===== config.mk =====
export PLATFORM = sky130hd
export DESIGN_NAME = pea_ctrl
export DESIGN_NICKNAME = d
export VERILOG_FILES = /design/src/rtl/assert_macros.svh /design/src/rtl/pea_pkg.sv /design/src/rtl/pea_ctrl.sv
export SDC_FILE = /design/constraint.sdc
export NUM_CORES = 1
export LEC_CHECK = 0
export BUFFER_PORTS_ARGS = -buffer_cell sky130_fd_sc_hd__buf_4
export CORE_AREA = 3 3 40 42
export CTS_CLUSTER_SIZE = 24
export DETAILED_ROUTE_END_ITERATION = 6
export DIE_AREA = 0 0 43 45
export PLACE_DENSITY = 0.72
export SLEW_MARGIN = 20
export SYNTH_ARGS = -nofsm -noshare
export SYNTH_HDL_FRONTEND = slang
export SYNTH_SLANG_ARGS = --single-unit

===== constraint.sdc =====
create_clock -name clk -period 2 [get_ports clk]
set_clock_uncertainty 0.1 [all_clocks]
set_input_delay 0.3 -clock clk [delete_from_list [all_inputs] [get_ports clk]]
set_output_delay 0.3 -clock clk [all_outputs]
set_load 0.005 [all_outputs]

===== src/rtl/assert_macros.svh =====
// ----------------------------------------------------------------------------
// Assertion macros
// Clocked checks on clk, disabled while rst is high.
// ----------------------------------------------------------------------------
`ifndef ASSERT_MACROS_SVH
`define ASSERT_MACROS_SVH

// same-cycle implication
`define CHK_NOW(lbl, ante, cons, msg) \
  lbl: assert property (@(posedge clk) disable iff (rst) (ante) |-> (cons)) \
    else $error(msg);

// next-cycle implication
`define CHK_NEXT(lbl, ante, cons, msg) \
  lbl: assert property (@(posedge clk) disable iff (rst) (ante) |=> (cons)) \
    else $error(msg);

`endif


===== src/rtl/pea_pkg.sv =====
// ----------------------------------------------------------------------------
// pea_pkg
// Shared codes, types and control structs of the palette expander.
// ----------------------------------------------------------------------------
package pea_pkg;

  localparam int OP_W   = 2;
  localparam int ADDR_W = 16;
  localparam int DATA_W = 32;
  localparam int COORD_W = 8;
  localparam int SIZE_W = 9;
  localparam int CFG_IDX_W = 1;

  typedef enum logic [OP_W-1:0] {
    OP_PAL  = 2'd0,
    OP_SRC  = 2'd1,
    OP_READ = 2'd2,
    OP_NOP  = 2'd3
  } op_t;

  localparam logic [CFG_IDX_W-1:0] REG_WIDTH  = 1'b0;
  localparam logic [CFG_IDX_W-1:0] REG_HEIGHT = 1'b1;

  // lookup order of one read: the pixel, then its neighbors
  typedef enum logic [2:0] {
    LK_CENTER = 3'd0,
    LK_RIGHT  = 3'd1,
    LK_LEFT   = 3'd2,
    LK_BELOW  = 3'd3,
    LK_ABOVE  = 3'd4
  } lookup_t;

  typedef enum logic [2:0] {
    RES_NONE = 3'd0,
    RES_ZERO = 3'd1,
    RES_SELF = 3'd2,
    RES_KEEP = 3'd3,
    RES_NB   = 3'd4
  } res_sel_t;

  typedef struct packed {
    logic     capture;
    logic     pal_we;
    logic     src_we;
    logic     mod_step;
    logic     calc;
    logic     src_rd;
    logic     pal_rd;
    logic     save_center;
    logic     next_k;
    res_sel_t res_sel;
  } cmd_t;

  typedef struct packed {
    logic in_image;
    logic opaque;
    logic nb_avail;
    logic is_center;
    logic mod_last;
  } status_t;

endpackage


===== src/rtl/pea_ctrl.sv =====
// ----------------------------------------------------------------------------
// pea_ctrl
// Sequencer: walks writes, address wrap and the lookups of a read.
// ----------------------------------------------------------------------------
module pea_ctrl #(
  parameter bit NEED_WRAP = 1'b0
) (
  input  logic                           clk,
  input  logic                           rst,
  input  logic                           start,
  input  logic [pea_pkg::OP_W-1:0]       operation,
  input  pea_pkg::status_t               status,
  output pea_pkg::cmd_t                  cmd,
  output logic                           busy,
  output logic                           done
);

  typedef enum logic [8:0] {
    S_IDLE = 9'b000000001,
    S_WPAL = 9'b000000010,
    S_MOD  = 9'b000000100,
    S_WSRC = 9'b000001000,
    S_CALC = 9'b000010000,
    S_SRD  = 9'b000100000,
    S_PRD  = 9'b001000000,
    S_PCHK = 9'b010000000,
    S_OUT  = 9'b100000000
  } state_t;

  state_t state, state_next;

  always_ff @(posedge clk) begin
    if (rst) state <= S_IDLE;
    else     state <= state_next;
  end

  always_comb begin
    state_next = state;
    cmd = '0;
    cmd.res_sel = pea_pkg::RES_NONE;
    unique case (state)
      S_IDLE: begin
        if (start) begin
          cmd.capture = 1'b1;
          case (pea_pkg::op_t'(operation))
            pea_pkg::OP_PAL:  state_next = S_WPAL;
            pea_pkg::OP_SRC:  state_next = NEED_WRAP ? S_MOD : S_WSRC;
            pea_pkg::OP_READ: state_next = S_CALC;
            default:          state_next = S_IDLE;
          endcase
        end
      end
      S_WPAL: begin
        cmd.pal_we = 1'b1;
        state_next = S_IDLE;
      end
      S_MOD: begin
        cmd.mod_step = 1'b1;
        if (status.mod_last) state_next = S_WSRC;
      end
      S_WSRC: begin
        cmd.src_we = 1'b1;
        state_next = S_IDLE;
      end
      S_CALC: begin
        cmd.calc = 1'b1;
        if (status.in_image) begin
          state_next = S_SRD;
        end else begin
          cmd.res_sel = pea_pkg::RES_ZERO;
          state_next = S_OUT;
        end
      end
      S_SRD: begin
        cmd.src_rd = 1'b1;
        state_next = S_PRD;
      end
      S_PRD: begin
        cmd.pal_rd = 1'b1;
        state_next = S_PCHK;
      end
      S_PCHK: begin
        cmd.save_center = status.is_center;
        if (status.opaque) begin
          cmd.res_sel = status.is_center ? pea_pkg::RES_SELF : pea_pkg::RES_NB;
          state_next = S_OUT;
        end else if (status.nb_avail) begin
          cmd.next_k = 1'b1;
          state_next = S_SRD;
        end else begin
          // transparent and no opaque neighbor left: own color stands
          cmd.res_sel = status.is_center ? pea_pkg::RES_SELF : pea_pkg::RES_KEEP;
          state_next = S_OUT;
        end
      end
      S_OUT: begin
        state_next = S_IDLE;
      end
      default: state_next = S_IDLE;
    endcase
  end

  assign busy = (state != S_IDLE);
  assign done = (state == S_OUT);

endmodule


==> results.yml, run 1 <==
clocking:
  clock-sinks: 8
  cts_buffers: 3
  clk_pin_slew_worst_paths_ns: 0.05
  cts_root_buf: "clkbuf_4"
  cts_max_level: 1
  clk_path_buf_depth: 2
  clock_latency_ns: 0.25
  tritoncts: "built"
floorplan:
  dieWidth_um: 43
  top_level_ports: 24
  die_h_um: 45
  initial_utilization: 0.438
  num_rows: 13
  dieArea_sq_um: 1940
  core-area_sq_um: 1280
flow_run:
  maxCapViolCount: 0
sta:
  setup_violations: 0
  period_needed_ns: 1.92
  drv_slew: 0
  timing.hold.ws_ns: 0.134
  tightest_slew_ns: 0.498
  finalCritPeriodShare: 0.961
  max_freq_ghz: 0.520
  max_slew_margin: 0.666
  hold_viol: 0
  rsz0062_at_grt: "true"
place:
  post-place-cells: 99
  place_congestion: 0.748
  dp_hpwl_um: 951
  port_buffers: 21
  place_area_sq_um: 733
power:
  ir_drop_uv: 305
  power.total_w: 0.000384
  power.density_nw_per_um2: 475
  p_leak_nw: 0.376
routing:
  drt_wl_total_um: 1280
  num_vias: 565
  drc: 0
  detail_route.first_pass.iterations: 4
  ant_nets: 0
  viasPerCell: 5.49
  drt_iter0_drc: 2
  wl_per_cell_um: 12.4
critical_path:
  r2r-end: "state[1]"
  regToRegSetupSlack_ns: 0.54
  rr_worst_depth: 3
  max_stage_delay_ns: 0.37
  worstReg2RegStart: "state[4]"
  worst_setup_path_start_kind: "flop"
  end_kind: "output port"
  crit_fanout: 7
  crit_end: "cmd[9]"
  crit_path_top_delay_cell: "dfxtp_4"
  path_class: "reg2out"
  crit_arrival_ns: 1.52
  critPathMostFrequentCell: "buf_4"
  cp-startpoint: "state[5]"
  crit_required_ns: 1.60
  crit_path_cell_trace: "nor4_4 -> buf_4 -> nand2_1 -> nor3b_1 -> buf_4"
layout:
  nets: 100
  max_flop_register: "state"
  synthToLayoutAreaGrowth_pct: 43.8
  layout.cells.non_filler: 103
  drive_above_1_share: 0.489
  reg_top3: "state (8)"
  num-fill-cells: 120
  antenna_cells: 0
  largest_register_ffs: 8
  final_core_util: 0.630
  multi_input_area_sq_um: 397
  regArea_sq_um: 169
  final_cell_area_sq_um: 810
logic_synthesis:
  synth_warnings: 0
  yosysUniqueCellTypes: 32
  synth_edf_count: 0
  postSynthNetCount: 75
  syn_area_sq_um: 563
  synth-main-ff-cell: "dfxtp_1"
  synth-async-reset-ratio: 0
  syn_inst: 65
  postSynthAreaPerCell_sq_um: 8.66
  ys_seq_area_frac: 0.284
  ys_ff_latch: 8
global_routing:
  antenna_found_initial: 0
  grt.total_usage: 0.128
  grt_max_degree: 9
  overflow: 0
  grt_pass1_vias: 471
  grt_pass1_wl_um: 1930
worst_hold_path:
  worst_hold_path_type: "in2reg"
  min_from: "operation[1]"
status:
  status: "completed"
## critical path: cells and delay by family, from the launching register on
kind,cells,cell delay [ns]
simple gates,3,0.59
flops,1,0.37
buf+inv,2,0.32
## cell families after synthesis
kind of cell    count (synthesis)  share of synthesized area
simple gates                   36                      0.469
compound gates                 10                      0.153
buf+inv                         9                     0.0711
flops                           8                      0.284
xor+xnor                        1                     0.0156
other cells                     1                    0.00666
## stage by stage
step / setup WS, ns / setup TNS [ns]
finish: 0.0778 / 0
global route: -0.0453 / -0.0665
CTS: 0.00438 / 0
detailed placement: 0.130 / 0
global placement: 0.219 / 0
floorplan: 0.451 / 0
## cells in the mapped netlist (2+ instances only)
master    count  share of area
inv_1         5          0.033
nor3b_1       3          0.040
a41o_2        2          0.040
a21oi_1       3          0.027
nor4_4        2          0.076
nor3_1        2          0.018
nand3_1       2          0.018
nor2_1        8          0.053
nor4_1        3          0.033
nand2_1       4          0.027
nand2b_1      2          0.022
dfxtp_1       8           0.28
nor4b_2       2          0.053
## where the power goes
group          internal (W)  leakage, nW  total (W)  switching (W)
clock network     0.0000685       0.0138   0.000120      0.0000520
logic             0.0000476        0.296  0.0000877      0.0000402
registers          0.000164       0.0662   0.000176      0.0000125
total              0.000280        0.376   0.000384       0.000105
## timing repair
item / CTS / global route
resized for setup: 2 / 9
setup endpoints to repair: 2 / 5
pin swaps: 1 / 2
hold buffers: 0 / 0
setup buffers: 1 / 0
## worst min path at each step
stage / end / slack, ns / cells after the start
final: state[3] / 0.13 / 2
after global routing: state[3] / 0.14 / 2
after CTS: state[4] / 0.14 / 2
after detailed placement: state[4] / 0.39 / 2
after global placement: state[1] / 0.39 / 2
after floorplan: state[3] / 0.27 / 1
## metal layers
| layer | GRT usage | up-vias | wire, um |
|---|---|---|---|
| met3 | 0.0319 | 2 | 80 |
| met5 | 0 | - | 0 |
| met1 | 0.165 | 262 | 551 |
| met4 | 0.0361 | 0 | 13 |
| met2 | 0.216 | 17 | 632 |
| li1 | - | 284 | - |
## area by class of cell
cell class	instances	share of cell area
Tap cell	15	0.0232
Timing Repair Buffer	24	0.227
Inverter	5	0.0232
Sequential cell	8	0.209
Clock buffer	3	0.0278
Multi-Input combinational cell	48	0.490
## placed cells by master (no fill, tap or decap), drive strengths merged
cell,instances
nor4,5
nand2b,2
and3,1
buf,24
nor3,2
nor2,8
clkbuf,3
xor2,1
o2111ai,1
nor4b,3
inv,5
and4b,1
conb,1
o21ai,1
a21bo,1
and2,1
nand4b,1
nand3b,1
nand4,1
dfxtp,8
nand2,4
nand3,3
o41ai,1
a21oi,3
nor3b,3
a31o,1
a41o,2
(Power assumes the default switching activity.)
==> inputs of run 2 (changes only) <==
Settings changed: GPL_TIMING_DRIVEN from default to 0, PLACE_DENSITY 0.72 to 0.75.
==> run 2 against run 1 <==
Compared with the run above: final cell count grew 5.8%; wire length grew 23%; clock power grew 5%; first-iteration DRC count grew to 5.0 times the previous value; critical path depth is the same; global-route usage grew 2.4 points; utilization grew 4.6 points; sequential share of layout area shrank 1.3 points; largest power group unchanged; die area is the same; hold slack lost 0.0012 ns; via count grew 8.5%; the run now ends with negative setup slack left.
==> results.yml, run 2 (same netlist as run 1, synthesis figures left out) <==
routing:
  drc: 0
  viasPerCell: 5.62
  drt_wl_total_um: 1570
  num_vias: 613
  drt_iter0_drc: 10
  wl_per_cell_um: 14.4
  ant_nets: 0
  detail_route.first_pass.iterations: 4
global_routing:
  grt_pass1_wl_um: 2240
  grt_pass1_vias: 548
  overflow: 0
  antenna_found_initial: 0
  grt.total_usage: 0.153
  grt_max_degree: 9
critical_path:
  worstSetupPathDepth: 5
  crit_fanout: 7
  r2r-end: "state[0]"
  crit_end: "cmd[10]"
  crit_buf_inv: 2
  critPathMostFrequentCell: "buf_4"
  path_delay_family: "simple AND/OR/NAND/NOR gates"
  rr_worst_depth: 4
  regToRegSetupSlack_ns: 0.51
  max_stage_delay_ns: 0.39
  crit_arrival_ns: 1.63
  end_kind: "output port"
  crit_required_ns: 1.60
  crit_path_top_delay_cell: "nor4_4"
  worst_setup_path_start_kind: "flop"
  cp-startpoint: "state[5]"
  path_class: "reg2out"
  worstReg2RegStart: "state[5]"
  crit_path_cell_trace: "nor4_4 -> buf_4 -> nand2_2 -> nor3b_2 -> buf_4"
layout:
  final_cell_mix: "29 x buf_4, 8 x nor2_1, 5 x inv_1, 5 x dfxtp_2"
  final_common_cell: "buf_4"
  reg_top3: "state (8)"
  final_core_util: 0.676
  nets: 106
  max_flop_register: "state"
  drive_above_1_share: 0.585
  largest_register_ffs: 8
  final_cell_area_sq_um: 868
  synthToLayoutAreaGrowth_pct: 54.2
  antenna_cells: 0
status:
  violations: "negative setup slack"
  status: "finished, violations left"
sta:
  setup_tns_ns: -0.0296
  drv_slew: 0
  max_freq_ghz: 0.493
  setup_violations: 1
  timing.hold.ws_ns: 0.133
  period_needed_ns: 2.03
  finalCritPeriodShare: 1.01
  worst_slack_ns: -0.0296
  rsz0062_at_grt: "true"
  hold_viol: 0
place:
  place_congestion: 0.782
  place_area_sq_um: 739
  pre_cts_slack_ns: 0.131
  port_buffers: 21
  dp_hpwl_um: 1050
clocking:
  clk_path_buf_depth: 2
  tritoncts: "built"
  cts_max_level: 1
  cts_buffers: 3
  clk_pin_slew_worst_paths_ns: 0.06
  cts_root_buf: "clkbuf_4"
  clock_latency_ns: 0.25
  clock-sinks: 8
floorplan:
  initial_utilization: 0.438
  core-area_sq_um: 1280
  dieArea_sq_um: 1940
  dieWidth_um: 43
  die_h_um: 45
  top_level_ports: 24
  num_rows: 13
worst_hold_path:
  worst_hold_path_type: "in2reg"
  min_from: "operation[1]"
flow_run:
  maxCapViolCount: 0
power:
  power.density_nw_per_um2: 472
  ir_drop_uv: 444
  p_leak_nw: 0.407
-- run 2: changes by cell type in the layout (fill, tap and decap cells not counted) --
cell     previous run  this run
buf_4              23        29
dfxtp_1             5         2
dfxtp_2             1         5
dfxtp_4             2         1
nand2_1             3         2
nand2_2             1         2
nor3_1              2         1
nor3_2              0         1
nor3b_1             2         1
nor3b_2             1         2
-- run 2: layer usage --
metal,track usage,wire (um),share of wire,vias up
met5,0,0,0,-
met4,0.0542,29,0.018,0
met3,0.0279,70,0.045,4
met2,0.302,872,0.56,16
met1,0.159,596,0.38,295
li1,-,-,-,298
-- run 2: area by class of cell --
type                    count  area (sq um)
plain buffers               1          7.51
clock buffers               3          22.5
fillers                    96           417
inverters                   5          18.8
multi-input cells          48           409
flip-flops and latches      8           170
well taps                  15          18.8
repair buffers             29           221
-- run 2: worst min path at each step --
stage,slack (ns),depth (start not counted),end
after floorplan,0.27,1,state[3]
after detailed placement,0.40,2,state[3]
after CTS,0.14,2,state[3]
final,0.13,2,state[3]
after global routing,0.13,2,state[3]
after global placement,0.40,2,state[1]
-- run 2: metrics by stage --
step	power [W]	cells
final	0.000410	109
after global routing	0.000430	109
after CTS	0.000396	106
after detailed placement	0.000259	101
after global placement	0.000258	101
after floorplan	0.000223	65
-- run 2: power by group --
part / switching [W] / total, W / leakage, nW / internal [W]
Sequential: 0.0000124 / 0.000176 / 0.0673 / 0.000163
Combinational: 0.0000474 / 0.000108 / 0.325 / 0.0000603
Clock: 0.0000573 / 0.000126 / 0.0138 / 0.0000689
Total: 0.000117 / 0.000410 / 0.407 / 0.000293
-- run 2: repair_timing --
item,4_1_cts,5_1_grt
pin swaps,3,5
endpoints found under the hold margin,0,0
buffers inserted,5,3
resized for setup,8,8
setup endpoints to repair,3,5
hold buffers,0,0
==> inputs of run 3 (changes only) <==
Settings changed: REMOVE_ABC_BUFFERS from default to 1.
==> run 3 against run 2 <==
Compared with the run above: the flow now finishes without violations; total power down 3.2%; critical path depth is 1 lower; combinational power decreased by 17%; setup slack better by 0.089 ns; flip-flop and latch count did not move; register-to-register slack hardly changed; utilization is 4.1 points lower; first-iteration DRC count decreased by 30%; via count fell by 7.3%; fmax increased by 4.6%; count of clock-buffer cells in the layout unchanged; largest power group unchanged; highest routed layer unchanged.
==> results.yml, run 3 (same netlist as run 1, synthesis figures left out) <==
status:
  status: "completed"
power:
  ir_drop_uv: 371
  p_leak_nw: 0.369
  power.total_w: 0.000397
  power.density_nw_per_um2: 486
routing:
  ant_nets: 0
  drc: 0
  num_vias: 568
  viasPerCell: 5.46
  drt_wl_total_um: 1380
  detail_route.first_pass.iterations: 4
  wl_per_cell_um: 13.3
  drt_iter0_drc: 7
floorplan:
  num_rows: 13
  dieWidth_um: 43
  core-area_sq_um: 1280
  dieArea_sq_um: 1940
  die_h_um: 45
  initial_utilization: 0.438
  top_level_ports: 24
critical_path:
  worst_setup_path_start_kind: "flop"
  worstReg2RegStart: "state[7]"
  regToRegSetupSlack_ns: 0.52
  crit_arrival_ns: 1.54
  crit_fanout: 8
  path_class: "reg2out"
  rr_worst_depth: 5
  crit_required_ns: 1.60
  r2r-end: "state[0]"
  end_kind: "output port"
global_routing:
  overflow: 0
  grt_pass1_vias: 531
  grt.total_usage: 0.159
  antenna_found_initial: 0
  grt_max_degree: 9
  grt_pass1_wl_um: 2240
clocking:
  clk_path_buf_depth: 2
  hold_buffers: 0
  cts_buffers: 3
  cts_max_level: 1
  clk_pin_slew_worst_paths_ns: 0.06
  cts_root_buf: "clkbuf_4"
  clock_latency_ns: 0.26
  clock-sinks: 8
  tritoncts: "built"
flow_run:
  maxCapViolCount: 0
sta:
  rsz0062_at_grt: "true"
  setup_violations: 0
  setup_tns_ns: 0
  max_freq_ghz: 0.515
  worst_slack_ns: 0.0590
  period_needed_ns: 1.94
  drv_slew: 0
  hold_viol: 0
  finalCritPeriodShare: 0.970
place:
  place_congestion: 0.737
  pre_cts_slack_ns: 0.192
  port_buffers: 21
  dp_hpwl_um: 979
layout:
  final_core_util: 0.635
  final_common_cell: "buf_4"
  num-fill-cells: 107
  antenna_cells: 0
  max_flop_register: "state"
  reg_top3: "state (8)"
  largest_register_ffs: 8
  nets: 101
  final_cell_mix: "25 x buf_4, 8 x nor2_1, 5 x inv_1"
  drive_above_1_share: 0.539
  synthToLayoutAreaGrowth_pct: 44.9
worst_hold_path:
  worst_hold_path_type: "in2reg"
  hold_end: "state[3]"
  min_path_cells: 2
  min_from: "operation[1]"
[run 3: cell count changes in the layout (fill, tap and decap cells not counted), sizes merged]
cell	delta
buf	-5
[run 3: layout make-up]
class	instances	area, sq um	share of cell area
sequential	8	168	0.206
timing repair buffer	25	188	0.230
tap	15	18.8	0.0230
inverter	5	18.8	0.0230
clock buffer	3	22.5	0.0276
multi-input combinational	48	400	0.491
[run 3: timing repair]
action,in CTS,in global routing
resized for setup,3,9
gates cloned,0,0
pin swaps,3,3
setup endpoints to repair,3,6
buffers inserted,3,1
[run 3: worst max-delay path: stages (launching register included)]
cell and delay [ns]:
dfxtp_4 0.39, nor4_4 0.37, nand2_2 0.15, o41ai_2 0.22, buf_4 0.16
[run 3: power breakdown]
group	switching (W)	total [W]	internal (W)
Combinational	0.0000405	0.0000895	0.0000490
Sequential	0.0000130	0.000178	0.000165
Clock	0.0000603	0.000129	0.0000691
Total	0.000114	0.000397	0.000283
[run 3: layer usage]
metal	vias up	global-route usage	part of all wire
met5	-	0	0
met4	0	0.108	0.0087
met3	2	0.0398	0.069
met2	16	0.257	0.48
met1	261	0.185	0.44
li1	289	-	-
[run 3: worst max path at each step]
stage / from / end / slack [ns]
after floorplan: state[1] / cmd[0] / 0.50
after global placement: state[4] / cmd[0] / 0.22
after detailed placement: state[1] / cmd[0] / 0.19
after CTS: state[4] / cmd[0] / 0.004
after global routing: state[0] / cmd[0] / -0.03
final: state[0] / cmd[0] / 0.06
[run 3: through the flow]
stage	hold slack (ns)	area [sq um]	instances
2_1_floorplan	0.271	542	61
3_3_place_gp	0.396	718	97
3_5_place_dp	0.398	718	97
4_1_cts	0.121	776	103
5_1_grt	0.116	816	104
6_report	0.119	816	104
